<file path="src/hdl/swm_pkg.sv">
// ----------------------------------------------------------------------------
// swm_pkg
// Shared types, sizes and helpers of the sliding window median filter.
// ----------------------------------------------------------------------------
package swm_pkg;

    localparam int WINDOW_MAX  = 64;
    localparam int SAMPLE_BITS = 16;
    localparam int OUT_BITS    = SAMPLE_BITS + 1;
    localparam int IDX_BITS    = $clog2(WINDOW_MAX);
    localparam int CNT_BITS    = $clog2(WINDOW_MAX + 1);
    localparam int CFG_BITS    = 7;

    typedef logic signed [SAMPLE_BITS-1:0] t_sample;
    typedef logic signed [OUT_BITS-1:0]    t_result;
    typedef logic [CNT_BITS-1:0]           t_count;

    // one slot of the sorted chain: sample plus its age in items
    typedef struct packed {
        logic                   valid;
        logic [IDX_BITS-1:0]    age;
        t_sample                value;
    } t_entry;

    // operation applied to all cells in the same cycle
    typedef enum logic [2:0] {
        OP_HOLD,
        OP_CLR,
        OP_DEL,
        OP_INS,
        OP_ROT
    } t_op;

    typedef struct packed {
        t_op     op;
        t_sample x;
    } t_cell_ctl;

    typedef struct packed {
        logic clear;
        logic step;
    } t_scan_ctl;

    // window size register mapped into 1 .. WINDOW_MAX
    function automatic t_count eff_window(input logic [CFG_BITS-1:0] w);
        t_count r;
        if (w == '0) begin
            r = t_count'(1);
        end else if (int'(w) > WINDOW_MAX) begin
            r = t_count'(WINDOW_MAX);
        end else begin
            r = t_count'(w);
        end
        return r;
    endfunction

endpackage

</file>
<file path="src/hdl/swm_select.sv">
// ----------------------------------------------------------------------------
// swm_select
// Rank counter at the head of the rotating chain. Picks the two middle
// samples of the window (the same one for an odd window) and forms their sum.
// ----------------------------------------------------------------------------
module swm_select (
    input  logic               i_clk,
    input  logic               i_rst_n,
    input  swm_pkg::t_scan_ctl i_ctl,
    input  swm_pkg::t_count    i_weff,
    input  swm_pkg::t_entry    i_head,
    output swm_pkg::t_result   o_median
);
    import swm_pkg::*;

    t_count  r_rank;
    t_sample r_lo;
    t_sample r_hi;
    t_count  w_k_lo;
    t_count  w_k_hi;
    logic    w_match;

    // ranks of the lower and upper middle samples
    assign w_k_lo  = (i_weff - 1'b1) >> 1;
    assign w_k_hi  = i_weff >> 1;
    assign w_match = i_head.valid && ({1'b0, i_head.age} < i_weff);

    // count window members passing the head in sorted order
    always_ff @(posedge i_clk) begin
        if (!i_rst_n) begin
            r_rank <= '0;
        end else if (i_ctl.clear) begin
            r_rank <= '0;
        end else if (i_ctl.step && w_match) begin
            r_rank <= r_rank + 1'b1;
        end
    end

    // capture the middle samples
    always_ff @(posedge i_clk) begin
        if (i_ctl.step && w_match) begin
            if (r_rank == w_k_lo) begin
                r_lo <= i_head.value;
            end
            if (r_rank == w_k_hi) begin
                r_hi <= i_head.value;
            end
        end
    end

    assign o_median = {r_lo[SAMPLE_BITS-1], r_lo} + {r_hi[SAMPLE_BITS-1], r_hi};

endmodule
</file>
<file path="config.mk">
export PLATFORM = sky130hd
export DESIGN_NAME = swm_select
export DESIGN_NICKNAME = d
export VERILOG_FILES = /design/src/hdl/swm_pkg.sv /design/src/hdl/swm_select.sv
export SDC_FILE = /design/constraint.sdc
export NUM_CORES = 1
export LEC_CHECK = 0
export ABC_CLOCK_PERIOD_IN_PS = 4200
export BUFFER_PORTS_ARGS = -buffer_cell sky130_fd_sc_hd__buf_4
export CAP_MARGIN = 0
export CORE_MARGIN = 1
export CORE_UTILIZATION = 55
export DETAILED_ROUTE_END_ITERATION = 6
export GPL_TIMING_DRIVEN = 0
export PLACE_DENSITY = 0.9
export SLEW_MARGIN = 30
export SYNTH_ARGS = -nofsm -noshare
export SYNTH_HDL_FRONTEND = slang
export SYNTH_SLANG_ARGS = --single-unit
</file>
<file path="constraint.sdc">
create_clock -name i_clk -period 4.2 [get_ports i_clk]
set_input_delay 0.21 -clock i_clk [delete_from_list [all_inputs] [get_ports i_clk]]
set_output_delay 0.21 -clock i_clk [all_outputs]
set_load 0.05 [all_outputs]
</file>
==> flow_summary.json <==
{
  "status": "finished clean",
  "die_w_um": 68.5,
  "synthDistinctLibCells": 50,
  "cp_data_required_time_ps": 3990,
  "cap_violations": 0,
  "area_growth_syn_to_layout_pct": 23.8,
  "crit_fanout": 3,
  "grt_pass1_wl_um": 7800,
  "rsz0062_at_grt": "false",
  "grt_remaining_overflow": 0,
  "layout-drive-gt1-share": 0.239,
  "gr-usage-all-layers": 0.232,
  "skew_ps": 6.93,
  "crit_path_start_kind": "flop",
  "synth-edff-count": 32,
  "leakage_uw": 0.00123,
  "ir_worst_vdd_mv": 0.199,
  "yosysSeqAreaShare": 0.453,
  "final_cell_mix": "buf_4, edfxtp_1, ha_1, a21oi_1, xnor2_1",
  "antenna_found_initial": 0,
  "min_path_type": "primary input to flop",
  "hold_violations": 0,
  "worstPathCellList": "ha_1 -> fa_1 -> a21o_1 -> a31oi_1 -> o21ai_1 -> or4_1 -> nand3_1 -> buf_4",
  "cts_tree": "yes",
  "grt_pass1_vias": 1822,
  "powerDensity_nw_per_um2": 264,
  "synth_cells": 225,
  "cpPeakStageDelay_ps": 420,
  "fin_crit_ps": 2890,
  "final-setup-viol-count": 0,
  "worst_path_dominant_cell_family": "adder cells",
  "hold_slack_ps": 102,
  "critPathSlowestCell": "fa_1",
  "synthesis.area_um2": 2430,
  "cts_setup_buffers": 0,
  "slew_viol_final": 0,
  "power_uw": 794,
  "clockRootBuffer": "clkbuf_8",
  "postCtsHoldBufs": 0,
  "synth_flop_cell": "edfxtp_1",
  "clock.fmax_ghz": 0.346,
  "drt_iter0_markers": 60,
  "cts.repair.resized": 0,
  "ys_seq_elements": 39,
  "worst_pin_slew_ps": 567,
  "gp_congestion": 0.856,
  "r2r_end": "r_lo[14]",
  "dieArea_um2": 4690,
  "path_clk_slew_ps": 80,
  "dr.pass1.iters": 4,
  "htree_levels": 2,
  "die_y_um": 68.5,
  "wl_um": 4980,
  "max_slew_margin": 0.619,
  "numCtsBuffers": 5,
  "start_util": 0.591,
  "r2r-start": "r_rank[1]",
  "ant_nets": 0,
  "synthArstFlopShare": 0,
  "drcViolationCount": 0,
  "diodes": 0,
  "clock_path_buffers": 2,
  "arrival_ps": 2680,
  "wl_per_cell_um": 14.9,
  "final_common_cell": "buf_4",
  "hp-start": "i_head[5]",
  "ys_warn_count": 0,
  "finalSetupTns_ps": 0,
  "period_share": 0.687,
  "fp.coreArea_um2": 4120,
  "grt_max_degree": 13,
  "io_buffers": 50,
  "worst-path-buf-inv": 1,
  "endpoint_kind": "output port",
  "reg2reg_setup_slack_ps": 2030,
  "worst_hold_path.endpoint": "r_hi[5]",
  "clk_latency_ps": 290,
  "syn_area_per_cell_um2": 10.8,
  "cts_sinks": 39,
  "finalNetCount": 342,
  "viasPerCell": 5.78,
  "critPathKind": "flop to output port",
  "row_count": 23,
  "routed-via-count": 1936,
  "holdPathStages": 1,
  "pin_count": 51,
  "dp_hpwl_um": 3910,
  "syn-num-nets": 283,
  "worstRegToRegCells": 5
}
-- report_power, final --
group	switching, uW	internal (uW)	leakage [uW]
clock	124	174	0.0000556
sequential	1.12	418	0.000344
combinational	38.4	38.4	0.000829
-- worst max-delay path by stage --
stage                   start            to  slack (ps)  depth (start not counted)
finish                r_lo[0]  o_median[10]        1310                          8
global route          r_lo[0]  o_median[10]        1220                          8
global placement    i_weff[2]      r_hi[15]         700                          9
detailed placement  i_weff[2]      r_lo[14]        1270                         10
floorplan           i_weff[5]       r_hi[0]        1250                          8
CTS                   r_lo[0]  o_median[10]        1320                          8
-- cell families after synthesis --
logic type / synth area share
and+or+nand+nor: 0.150
AOI/OAI and AO/OA: 0.169
DFF: 0.453
adders and majority gates: 0.127
xor gates and xnor gates: 0.0756
buffers and inverters: 0.0257
-- registers in the layout, indices dropped and copies added, names as in the netlist --
| register | cells |
|---|---|
| r_rank | 7 |
| r_lo | 16 |
| r_hi | 16 |
-- through the flow --
stage	worst slack [ps]	cell area, um^2	utilization	std cells
final	1310	3010	0.732	335
after floorplan	1250	2430	-	225
after CTS	1320	3010	0.732	335
after global routing	1220	3010	0.732	335
after global placement	705	2870	0.697	325
after detailed placement	1270	2900	0.705	327
-- cell type report --
| type | count | area, um^2 |
|---|---|---|
| Multi-Input combinational cell | 172 | 1290 |
| Fill cell | 304 | 1100 |
| Sequential cell | 39 | 1100 |
| Timing Repair Buffer | 52 | 390 |
| Clock buffer | 5 | 68.8 |
| Tap cell | 50 | 62.6 |
| Clock inverter | 3 | 38.8 |
| Inverter | 9 | 33.8 |
| Buffer | 5 | 28.8 |
-- layer usage --
metal | global-route usage | part of all wire | wire [um]
met1 | 0.258 | 0.42 | 2110
met2 | 0.434 | 0.53 | 2630
met3 | 0.0395 | 0.034 | 168
met4 | 0.0938 | 0.014 | 71
met5 | 0 | 0 | 0
-- Yosys cell counts (2+ instances only) --
library cell / count / area [um^2]
nand2_1: 9 / 33.8
nand3_1: 11 / 55.1
nor2_1: 7 / 26.3
o211ai_1: 3 / 22.5
nand4_1: 2 / 12.5
or3_1: 4 / 25.0
o21ai_1: 2 / 10.0
clkbuf_1: 2 / 7.51
a211oi_1: 4 / 30.0
o22ai_1: 2 / 12.5
a31oi_1: 2 / 12.5
a21oi_1: 21 / 105
ha_1: 23 / 288
inv_1: 9 / 33.8
dfxtp_1: 7 / 140
edfxtp_1: 32 / 961
xor2_1: 9 / 78.8
nor3_1: 5 / 25.0
nor4_2: 2 / 25.0
or4_1: 4 / 30.0
nor4_1: 3 / 18.8
o21ai_0: 6 / 30.0
o31ai_1: 3 / 22.5
and3_1: 7 / 43.8
a21o_1: 4 / 30.0
o21a_1: 4 / 30.0
xnor2_1: 12 / 105
and2_1: 4 / 25.0
-- worst register-to-register path, stage by stage, from the launching register on --
cell and delay, ps:
dfxtp_1 470, xor2_1 270, xnor2_1 160, a22oi_1 120
nor4_4 570, buf_4 290
No activity file was read; power rests on OpenSTA's default activity.
