<file path="src/hdl/swm_pkg.sv">
// ----------------------------------------------------------------------------
// swm_pkg
// Shared types, sizes and helpers of the sliding window median filter.
// ----------------------------------------------------------------------------
package swm_pkg;

    localparam int WINDOW_MAX  = 64;
    localparam int SAMPLE_BITS = 16;
    localparam int OUT_BITS    = SAMPLE_BITS + 1;
    localparam int IDX_BITS    = $clog2(WINDOW_MAX);
    localparam int CNT_BITS    = $clog2(WINDOW_MAX + 1);
    localparam int CFG_BITS    = 7;

    typedef logic signed [SAMPLE_BITS-1:0] t_sample;
    typedef logic signed [OUT_BITS-1:0]    t_result;
    typedef logic [CNT_BITS-1:0]           t_count;

    // one slot of the sorted chain: sample plus its age in items
    typedef struct packed {
        logic                   valid;
        logic [IDX_BITS-1:0]    age;
        t_sample                value;
    } t_entry;

    // operation applied to all cells in the same cycle
    typedef enum logic [2:0] {
        OP_HOLD,
        OP_CLR,
        OP_DEL,
        OP_INS,
        OP_ROT
    } t_op;

    typedef struct packed {
        t_op     op;
        t_sample x;
    } t_cell_ctl;

    typedef struct packed {
        logic clear;
        logic step;
    } t_scan_ctl;

    // window size register mapped into 1 .. WINDOW_MAX
    function automatic t_count eff_window(input logic [CFG_BITS-1:0] w);
        t_count r;
        if (w == '0) begin
            r = t_count'(1);
        end else if (int'(w) > WINDOW_MAX) begin
            r = t_count'(WINDOW_MAX);
        end else begin
            r = t_count'(w);
        end
        return r;
    endfunction

endpackage

</file>
<file path="src/hdl/swm_cell.sv">
// ----------------------------------------------------------------------------
// swm_cell
// One slot of the sorted sample chain. Clears, and deletes, inserts and rotates by
// taking data from its left or right neighbor.
// ----------------------------------------------------------------------------
module swm_cell (
    input  logic               i_clk,
    input  logic               i_rst_n,
    input  swm_pkg::t_cell_ctl i_ctl,
    input  swm_pkg::t_entry    i_left,
    input  swm_pkg::t_entry    i_right,
    input  logic               i_left_gt,
    input  logic               i_shift,
    output swm_pkg::t_entry    o_entry,
    output logic               o_gt
);
    import swm_pkg::*;

    t_entry r_entry;
    t_entry n_entry;

    // empty slots sort after every sample
    assign o_gt    = !r_entry.valid || (r_entry.value > i_ctl.x);
    assign o_entry = r_entry;

    // next slot content
    always_comb begin
        n_entry = r_entry;
        case (i_ctl.op)
            OP_HOLD: begin
                n_entry = r_entry;
            end
            OP_CLR: begin
                n_entry.valid = 1'b0;
            end
            OP_DEL: begin
                if (i_shift) begin
                    n_entry = i_right;
                end
            end
            OP_INS: begin
                if (o_gt) begin
                    if (i_left_gt) begin
                        n_entry     = i_left;
                        n_entry.age = i_left.age + 1'b1;
                    end else begin
                        n_entry.valid = 1'b1;
                        n_entry.age   = '0;
                        n_entry.value = i_ctl.x;
                    end
                end else begin
                    n_entry.age = r_entry.age + 1'b1;
                end
            end
            OP_ROT: begin
                n_entry = i_right;
            end
            default: begin
                n_entry = r_entry;
            end
        endcase
    end

    // slot register, only the valid flag is reset
    always_ff @(posedge i_clk) begin
        if (!i_rst_n) begin
            r_entry.valid <= 1'b0;
        end else begin
            r_entry <= n_entry;
        end
    end

endmodule

</file>
<file path="config.mk">
export PLATFORM = sky130hd
export DESIGN_NAME = swm_cell
export DESIGN_NICKNAME = d
export VERILOG_FILES = /design/src/hdl/swm_pkg.sv /design/src/hdl/swm_cell.sv
export SDC_FILE = /design/constraint.sdc
export NUM_CORES = 1
export LEC_CHECK = 0
export ABC_AREA = 1
export BUFFER_PORTS_ARGS = -buffer_cell sky130_fd_sc_hd__buf_2
export CAP_MARGIN = 20
export CORE_AREA = 2 2 64 96
export DETAILED_ROUTE_END_ITERATION = 6
export DIE_AREA = 0 0 66 98
export GPL_ROUTABILITY_DRIVEN = 0
export PLACE_DENSITY_LB_ADDON = 0.2
export SETUP_SLACK_MARGIN = 0.2
export SLEW_MARGIN = 20
export SYNTH_ARGS = -nofsm -noshare
export SYNTH_HDL_FRONTEND = slang
export SYNTH_SLANG_ARGS = --single-unit
</file>
<file path="constraint.sdc">
create_clock -name i_clk -period 2.25 [get_ports i_clk]
set_input_delay 0.3375 -clock i_clk [delete_from_list [all_inputs] [get_ports i_clk]]
set_output_delay 0.3375 -clock i_clk [all_outputs]
set_load 0.005 [all_outputs]
</file>
==> flow_metrics.env, run 1 <==
export IMPL_status="completed"
export IMPL_p_leak_uw=0.00135
export IMPL_rsz0062_at_grt="yes"
export IMPL_p_per_area_nw_per_um2=422
export IMPL_cap_violations=0
export IMPL_synth_largest_area_cell="edfxtp_1"
export IMPL_hpwl_mm=3.97
export IMPL_grt_busiest_layer="met2"
export IMPL_numCtsBuffers=3
export IMPL_cts_hold_buffers_added=0
export IMPL_die_area_um2=6470
export IMPL_grt_met3_usage=0.0242
export IMPL_start_util=0.333
export IMPL_postRouteWirelength_mm=5.23
export IMPL_die_y_um=98
export IMPL_period_needed_ps=2190
export IMPL_antenna_found_initial=0
export IMPL_synth_area_leaders="edfxtp_1, nand2_1, ha_1"
export IMPL_finish_utilization=0.487
export IMPL_placed_cell_area_um2=2500
export IMPL_fmax_mhz=456
export IMPL_ir_worst_vdd_mv=0.185
export IMPL_relSlewSlack=0.612
export IMPL_synth_edf_count=22
export IMPL_drc=0
export IMPL_h_tree_depth=1
export IMPL_synth_area_um2=1900
export IMPL_clock_skew_ps=6.91
export IMPL_yosysWarnings=0
export IMPL_cts_tree="done"
export IMPL_clkLatencyLatePin_ps=270
export IMPL_ys_flop_type="edfxtp_1"
export IMPL_critical_path_class="reg -> out"
export IMPL_worstSetupStartpoint="o_entry[3]$_DFFE_PP_"
export IMPL_drive_above_1_share=0.395
export IMPL_num_rows=34
export IMPL_diodes=0
export IMPL_grt_pass1_wl_mm=8.30
export IMPL_async_flop_share=0
export IMPL_ys_top_cells_by_count="nand2_1, inv_1, nor2_1"
export IMPL_io_pins=93
export IMPL_dieWidth_um=66
export IMPL_numPortBuffers=92
export IMPL_synthToLayoutAreaGrowth_pct=46.1
export IMPL_dp_cells=414
export IMPL_cp_start_kind="flip-flop"
export IMPL_hold_viol_final=0
export IMPL_grt_max_degree=24
export IMPL_use_met2=0.309
export IMPL_ant_nets=0
export IMPL_yosysTopAreaCellShare=0.348
export IMPL_clkTransAtPathRegs_ps=80
export IMPL_synthCells=253
export IMPL_wl_per_cell_um=12.2
export IMPL_period_share=0.975
export IMPL_avgSynthCellArea_um2=7.50
export IMPL_crit_required_ps=1910
export IMPL_via_count=2008
export IMPL_clock_sinks=23
export IMPL_grt_pass1_vias=2039
export IMPL_arrival_ps=1860
export IMPL_finish_instance_area_um2=2770
export IMPL_vias_per_cell=4.68
export IMPL_largest_reg_flops=23
export IMPL_hp_start="i_rst_n"
export IMPL_min_path_type="in -> reg"
export IMPL_clk_path_buf_depth=2
export IMPL_cp_max_fo=2
export IMPL_synth_net_count=340
export IMPL_tightest_slew_ps=581
export IMPL_drv_slew=0
export IMPL_cts_root_buf="clkbuf_8"
export IMPL_core_area_um2=5700
export IMPL_r2r_start="o_entry[3]$_DFFE_PP_"
export IMPL_drt_iter0_drc=24
export IMPL_synthDistinctLibCells=31
export IMPL_grt_usage=0.162
export IMPL_ys_ff_latch=23
export IMPL_final_cells=429
export IMPL_setup_viol=0
export IMPL_grt_ovfl_total=0
export IMPL_met1_usage=0.171
export IMPL_first_pass_iters=4
export IMPL_fin_nets=445
export IMPL_seq_area_frac_synth=0.359
export IMPL_yosysMostFrequentCell="nand2_1"
export IMPL_end_kind="output pin"
routing by layer:
metal / vias to the layer above / share of wire
li1: 1053 / -
met1: 885 / 0.40
met2: 66 / 0.52
met3: 4 / 0.068
met4: 0 / 0.013
met5: - / 0
metrics by stage:
stage | TNS (ps) | setup WS [ps] | power (uW) | hold WS (ps)
finish | 0 | 55.8 | 1170 | 324
CTS | -8.42 | -8.42 | 1150 | 315
global placement | 0 | 159 | 857 | 610
floorplan | 0 | 209 | 716 | 476
global route | -547 | -83.1 | 1250 | 355
detailed placement | 0 | 153 | 859 | 603
worst paths after layout:
| kind | to | slack [ps] | cells after the start |
|---|---|---|---|
| hold / removal | o_entry[22]$_SDFFE_PN0P_ | 320 | 3 |
| setup / recovery | o_gt | 60 | 13 |
| setup reg to reg | o_entry[10]$_DFFE_PP_ | 110 | 15 |
| hold reg to reg | o_entry[22]$_SDFFE_PN0P_ | 730 | 2 |
timing repair:
| item | in CTS | in global routing |
|---|---|---|
| resized for setup | 7 | 12 |
| pin swaps | 11 | 8 |
| buffers inserted | 5 | 5 |
| gates cloned | 0 | 1 |
| setup endpoints to repair | 1 | 23 |
where the power goes:
group          internal (uW)  switching, uW
clock                    124            136
sequential               503           24.0
combinational            191            193
worst max-delay path, stage by stage (launching register included):
cell and delay [ps]:
edfxtp_1 430, ha_4 290, nand2_1 50, inv_1 60
nand2_1 50, nand2_1 50, nand2_1 40, nand2_1 80
nand2_2 60, a21oi_2 130, nand2_2 80, buf_6 130
nand2_8 50, buf_6 90
logic make-up (layout without fill, tap and decap cells):
kind of cell	count (synthesis)	after routing	share of synthesized area
AOI/OAI and AO/OA	31	31	0.0976
adders and majority gates	18	18	0.119
xor gates and xnor gates	4	4	0.0185
DFF	23	23	0.359
buffers and inverters	42	146	0.0929
and+or+nand+nor	135	135	0.314
cells in the final DEF (no fill, tap or decap), types with 2 or more instances in the layout:
cell,instances
buf_2,91
nand2_1,67
inv_1,30
nor2_1,26
edfxtp_1,22
nand3_1,16
a31oi_1,16
buf_4,14
ha_1,10
ha_4,8
a21oi_1,7
nand2_2,6
nand4_1,4
o21ai_0,4
xor2_1,3
nand3b_1,3
clkbuf_8,3
nand3_2,2
nor2_2,2
a21oi_2,2
buf_6,2
area by class of cell:
type                       instances  area, um2
inverter                          33        128
sequential                        23        681
fill                             593       2930
multi-input combinational        188       1200
clock buffer                       3       41.3
tap                               72       90.1
clock inverter                     1       5.00
timing repair buffer             109        628
Power figures use the tool's default switching activity.
==> run 2: changes to the inputs <==
PLACE_DENSITY = 0.71   (was unset)
PLACE_DENSITY_LB_ADDON = unset   (was 0.2)
==> run 2 against run 1 <==
  * Sequential share of layout area up 0.60 points
  * Final cell count shrank 1.4%
  * Via count rose by 1.5%
  * Global-route usage rose by 0.88 points
  * Die area stayed put
  * Combinational power fell by 3%
  * Highest routed layer unchanged
==> flow_metrics.env, run 2 (synthesis results as in run 1) <==
export IMPL_status="completed"
export IMPL_arrival_ps=1870
export IMPL_power_total_uw=1170
export IMPL_numCtsBuffers=3
export IMPL_dieWidth_um=66
export IMPL_first_pass_iters=4
export IMPL_cts_tree="done"
export IMPL_diodes=0
export IMPL_hpwl_mm=4.32
export IMPL_grt_max_degree=29
export IMPL_grt_ovfl_total=0
export IMPL_cts_root_buf="clkbuf_8"
export IMPL_critical_path_class="reg -> out"
export IMPL_period_share=0.982
export IMPL_start_util=0.333
export IMPL_cts_hold_buffers_added=0
export IMPL_die_area_um2=6470
export IMPL_p_leak_uw=0.00132
export IMPL_clkTransAtPathRegs_ps=90
export IMPL_h_tree_depth=1
export IMPL_fin_nets=439
export IMPL_num_rows=34
export IMPL_period_needed_ps=2210
export IMPL_antenna_found_initial=0
export IMPL_crit_chain="ha_4 -> nand2_2 -> inv_2 -> nand3_2 -> nor2_2 -> nand2_1 -> a21oi_2 -> nand2_2 -> buf_6 -> nand2_4 -> buf_6"
export IMPL_slowest_stage="edfxtp_1"
export IMPL_layout_cells_most_common_list="buf_2, nand2_1, inv_1, nor2_1, edfxtp_1"
export IMPL_drt_iter0_drc=70
export IMPL_clk_path_buf_depth=2
export IMPL_hold_viol_final=0
export IMPL_die_y_um=98
export IMPL_io_pins=93
export IMPL_clock_sinks=23
export IMPL_cpPeakStageDelay_ps=440
export IMPL_tns_ps=0
export IMPL_p_per_area_nw_per_um2=431
export IMPL_synthToLayoutAreaGrowth_pct=42.7
export IMPL_fmax_mhz=453
export IMPL_drc=0
export IMPL_min_path_type="in -> reg"
export IMPL_multi_input_area_um2=1190
export IMPL_via_count=2039
export IMPL_grt_pass1_vias=2003
export IMPL_fillers=641
export IMPL_crit_required_ps=1910
export IMPL_drive_above_1_share=0.399
export IMPL_grt_usage=0.171
export IMPL_relSlewSlack=0.722
export IMPL_ant_nets=0
export IMPL_end_kind="output pin"
export IMPL_grt_pass1_wl_mm=8.83
export IMPL_tightest_slew_ps=416
export IMPL_cp_start_kind="flip-flop"
export IMPL_core_area_um2=5700
export IMPL_layout_commonest_cell="buf_2"
export IMPL_clock_skew_ps=5.50
export IMPL_ir_worst_vdd_mv=0.218
export IMPL_path_buf_inv=3
export IMPL_rsz0062_at_grt="yes"
export IMPL_clkLatencyLatePin_ps=270
export IMPL_cp_max_fo=2
export IMPL_numPortBuffers=92
export IMPL_wl_per_cell_um=12.7
export IMPL_postRouteWirelength_mm=5.39
export IMPL_drv_slew=0
export IMPL_vias_per_cell=4.82
export IMPL_ff2ff_setup_slack_ps=100
export IMPL_crit_family="simple AND/OR/NAND/NOR gates"
export IMPL_cap_violations=0
export IMPL_largest_reg_flops=23
export IMPL_setup_viol=0
export IMPL_area_sequential_um2=681
[run 2: power breakdown]
group | switching [uW] | leakage [uW] | total [uW] | internal [uW]
clock | 142 | 0.0000255 | 266 | 124
sequential | 23.9 | 0.000214 | 527 | 503
combinational | 193 | 0.00108 | 374 | 181
total | 360 | 0.00132 | 1170 | 808
[run 2: worst reg2reg max path: cells and delay by family (launching register included)]
kind | cells | cell delay (ps)
AOI/OAI and AO/OA | 1 | 130
adders and majority gates | 1 | 300
buffers and inverters | 4 | 390
DFF | 1 | 440
and+or+nand+nor | 9 | 650
[run 2: per-layer routing]
layer | up-vias | GRT usage | wire (um)
met5 | - | 0 | 0
met4 | 0 | 0.0298 | 20
met2 | 70 | 0.326 | 2980
met1 | 927 | 0.201 | 2070
li1 | 1040 | - | -
met3 | 2 | 0.0184 | 317
[run 2: final cells by class]
class,count,share of cell area
Multi-Input combinational cell,188,0.441
Tap cell,72,0.0333
Clock buffer,3,0.0152
Timing Repair Buffer,103,0.210
Sequential cell,23,0.251
Inverter,33,0.0471
Clock inverter,1,0.00185
[run 2: per-stage QoR]
stage | setup slack, ps | cells | util | cell area (um2) | hold slack (ps)
3_5_place_dp | 110 | 414 | 0.438 | 2500 | 604
5_1_grt | -112 | 423 | 0.475 | 2710 | 317
2_1_floorplan | 209 | 253 | - | 1940 | 476
4_1_cts | 25.7 | 422 | 0.463 | 2640 | 315
3_3_place_gp | 143 | 414 | 0.438 | 2500 | 600
6_report | 41.6 | 423 | 0.475 | 2710 | 322
[run 2: path summary, 6_finish.rpt]
check                                              start                        to  depth (start not counted)
worst max-delay path               o_entry[11]$_DFFE_PP_                      o_gt                         11
worst min register to register  o_entry[22]$_SDFFE_PN0P_  o_entry[22]$_SDFFE_PN0P_                          2
worst min-delay path                             i_rst_n  o_entry[22]$_SDFFE_PN0P_                          3
worst max register to register     o_entry[11]$_DFFE_PP_     o_entry[20]$_DFFE_PP_                         15
[run 2: what timing repair did]
action | 4_1_cts | 5_1_grt
setup buffers | 4 | 1
pin swaps | 6 | 6
endpoints found under the setup margin | 19 | 23
resized for setup | 11 | 12
==> run 3: changes to the inputs <==
ABC_AREA = unset   (was 1)
CORE_AREA = 2 2 76 78   (was 2 2 64 96)
DIE_AREA = 0 0 78 80   (was 0 0 66 98)
PLACE_DENSITY = 0.69   (was 0.71)
clock period = 2.3 ns   (was 2.25 ns; I/O delays follow)
==> run 3 against run 2 <==
  * The flow now finishes with violations (negative setup slack)
  * Hold slack improved by 18 ps
  * Via count decreased by 15%
  * Clock skew decreased by 3.5 ps
  * Synthesized cell count decreased by 23%
  * Synthesized area decreased by 4.2%
  * Clock-buffer cell count unchanged
  * Register-to-register slack got worse by 60 ps
  * Cell area decreased by 3.9%
  * Die area decreased by 3.5%
  * Final cell count decreased by 13%
  * Combinational power decreased by 24%
  * Largest cell class unchanged
==> flow_metrics.env, run 3 <==
export IMPL_relSlewSlack=0.571
export IMPL_synthDistinctLibCells=36
export IMPL_synth_top_family_by_area="compound AO/OA/AOI/OAI gates"
export IMPL_r2r_start="o_entry[14]$_DFFE_PP_"
export IMPL_finalWorstSetupSlack_ps=-9.66
export IMPL_synth_area_mux_share=0.0936
export IMPL_seq_area_frac_synth=0.374
export IMPL_synth_compound_area_frac=0.160
export IMPL_grt_pass1_wl_mm=7.45
export IMPL_core_area_um2=5410
export IMPL_yosysWarnings=0
export IMPL_end_kind="output pin"
export IMPL_slowest_stage="edfxtp_1"
export IMPL_ant_nets=0
export IMPL_wl_per_cell_um=12.8
export IMPL_largest_reg_flops=23
export IMPL_cpPeakStageDelay_ps=430
export IMPL_final_cells=366
export IMPL_grt_usage=0.149
export IMPL_dp_cells=358
export IMPL_rr_endpoint="o_entry[18]$_DFFE_PP_"
export IMPL_crit_required_ps=1960
export IMPL_clkTransAtPathRegs_ps=90
export IMPL_drive_above_1_share=0.432
export IMPL_cp_start_kind="flip-flop"
export IMPL_hold_viol_final=0
export IMPL_die_y_um=80
export IMPL_dieWidth_um=78
export IMPL_finish_instance_area_um2=2600
export IMPL_ys_flop_type="edfxtp_1"
export IMPL_drt_iter0_drc=65
export IMPL_clk_path_buf_depth=2
export IMPL_avgSynthCellArea_um2=9.37
export IMPL_synth_edf_count=22
export IMPL_synth_area_leaders="edfxtp_1, ha_1, mux2i_1"
export IMPL_grt_max_degree=40
export IMPL_arrival_ps=1960
export IMPL_num_rows=27
export IMPL_die_area_um2=6240
export IMPL_numPortBuffers=92
export IMPL_fin_nets=382
export IMPL_vias_per_cell=4.73
export IMPL_failed_checks="negative setup slack"
export IMPL_p_leak_uw=0.00127
export IMPL_layout_cells_most_common_list="buf_2, nand2_1, o21ai_0, edfxtp_1, inv_1"
export IMPL_cts_tree="done"
export IMPL_start_util=0.336
export IMPL_placed_cell_area_um2=2430
export IMPL_p_switching_uw=289
export IMPL_cpMostUsedCell="buf_6"
export IMPL_diodes=0
export IMPL_holdWs_ps=340
export IMPL_clock_sinks=23
export IMPL_min_to="o_entry[22]$_SDFFE_PN0P_"
export IMPL_tightest_slew_ps=644
export IMPL_min_delay_path_depth=2
export IMPL_status="finished with violations"
export IMPL_cp_max_fo=3
export IMPL_crit_chain="ha_4 -> nand4_4 -> nor4_4 -> and3_2 -> a31oi_4 -> buf_6 -> buf_6"
export IMPL_ys_top_cells_by_count="nand2_1, edfxtp_1, o21ai_0"
export IMPL_via_count=1732
export IMPL_hp_start="i_rst_n"
export IMPL_period_share=1.00
export IMPL_clkLatencyLatePin_ps=260
export IMPL_seq_power_share=0.478
export IMPL_first_pass_iters=4
export IMPL_layout_commonest_cell="buf_2"
export IMPL_synthCells=194
export IMPL_rr_worst_depth=9
export IMPL_yosysTopAreaCellShare=0.363
export IMPL_ff2ff_setup_slack_ps=40
export IMPL_io_pins=93
export IMPL_critical_path_class="reg -> out"
export IMPL_setup_viol=1
export IMPL_cap_violations=0
export IMPL_synth_net_count=281
export IMPL_drc=0
export IMPL_yosysMostFrequentCell="nand2_1"
export IMPL_antenna_found_initial=0
export IMPL_fmax_mhz=433
export IMPL_numCtsBuffers=3
export IMPL_p_per_area_nw_per_um2=399
export IMPL_pwr_share_clk=0.248
export IMPL_fillers=524
export IMPL_synth_simple_area_share=0.155
export IMPL_cts_root_buf="clkbuf_8"
export IMPL_h_tree_depth=1
export IMPL_drv_slew=0
export IMPL_hpwl_mm=3.60
export IMPL_p_comb_frac=0.274
export IMPL_grt_ovfl_total=0
export IMPL_ys_ff_latch=23
export IMPL_synth_area_um2=1820
export IMPL_swShare=0.279
export IMPL_min_path_type="in -> reg"
export IMPL_rsz0062_at_grt="yes"
export IMPL_period_needed_ps=2310
export IMPL_postRouteWirelength_mm=4.67
export IMPL_synthAdderAreaFrac=0.124
export IMPL_synth_largest_area_cell="edfxtp_1"
export IMPL_clock_skew_ps=1.96
export IMPL_synthToLayoutAreaGrowth_pct=43.1
export IMPL_intPower_uw=748
export IMPL_ir_worst_vdd_mv=0.208
export IMPL_async_flop_share=0
export IMPL_crit_family="simple AND/OR/NAND/NOR gates"
export IMPL_grt_pass1_vias=1647
export IMPL_tns_ps=-9.66
export IMPL_yosys_area_share_xor_xnor=0.0385
export IMPL_path_buf_inv=2
run 3: cell types whose count changed after synthesis, sizes merged, moves of 11 or more:
cell / change
mux2i: +17
nand2: -43
o21ai: +19
nand3: -11
inv: -12
nor2: -21
a31oi: -15
run 3: metrics by stage:
stage / power [uW] / setup slack (ps) / util
2_1_floorplan: 645 / 92.5 / -
3_3_place_gp: 760 / 10.6 / 0.449
3_5_place_dp: 764 / -40.7 / 0.449
4_1_cts: 1030 / -69.9 / 0.466
5_1_grt: 1100 / -131 / 0.481
6_report: 1040 / -9.66 / 0.481
run 3: power groups by stage:
stage                     registers, uW  logic [uW]  clock network [uW]
after global routing                498         323                 280
after floorplan                     505         140                   0
after CTS                           496         269                 268
after detailed placement            506         259                   0
final                               496         284                 257
after global placement              505         254                   0
run 3: logic make-up (layout without fill, tap and decap cells):
family                   Yosys count  after routing
multiplexers                      17             17
adder cells (fa/ha/maj)           18             18
AO/OA/AOI/OAI                     44             44
AND/OR/NAND/NOR                   58             59
flip-flops                        23             23
XOR/XNOR                           8              8
buffers and inverters             26            125
run 3: repair_timing:
item	CTS	global route
gates resized for setup	4	10
hold buffers	0	0
setup endpoints to repair	24	24
pin swaps	4	4
setup buffers	3	0
hold endpoints to repair	0	0
cloned	1	0
run 3: layout make-up:
cell class	instances	area, um2	area share
Clock buffer	3	41.3	0.0159
Tap cell	72	90.1	0.0346
Timing Repair Buffer	101	542	0.208
Multi-Input combinational cell	146	1170	0.449
Clock inverter	1	5.00	0.00192
Inverter	20	75.1	0.0289
Sequential cell	23	681	0.262
run 3: worst max path at each step:
stage	startpoint	end	cells past startpoint
6_report	o_entry[14]$_DFFE_PP_	o_gt	7
5_1_grt	o_entry[14]$_DFFE_PP_	o_gt	7
4_1_cts	o_entry[13]$_DFFE_PP_	o_gt	7
3_5_place_dp	i_ctl[9]	o_entry[15]$_DFFE_PP_	9
3_3_place_gp	i_ctl[9]	o_entry[14]$_DFFE_PP_	9
2_1_floorplan	o_entry[13]$_DFFE_PP_	o_entry[0]$_DFFE_PP_	7
run 3: per-layer routing:
| layer | GRT usage | wire length [um] | up-vias |
|---|---|---|---|
| li1 | - | - | 893 |
| met1 | 0.192 | 2070 | 777 |
| met2 | 0.257 | 2250 | 60 |
| met3 | 0.0271 | 317 | 2 |
| met4 | 0.0368 | 29 | 0 |
| met5 | 0 | 0 | - |
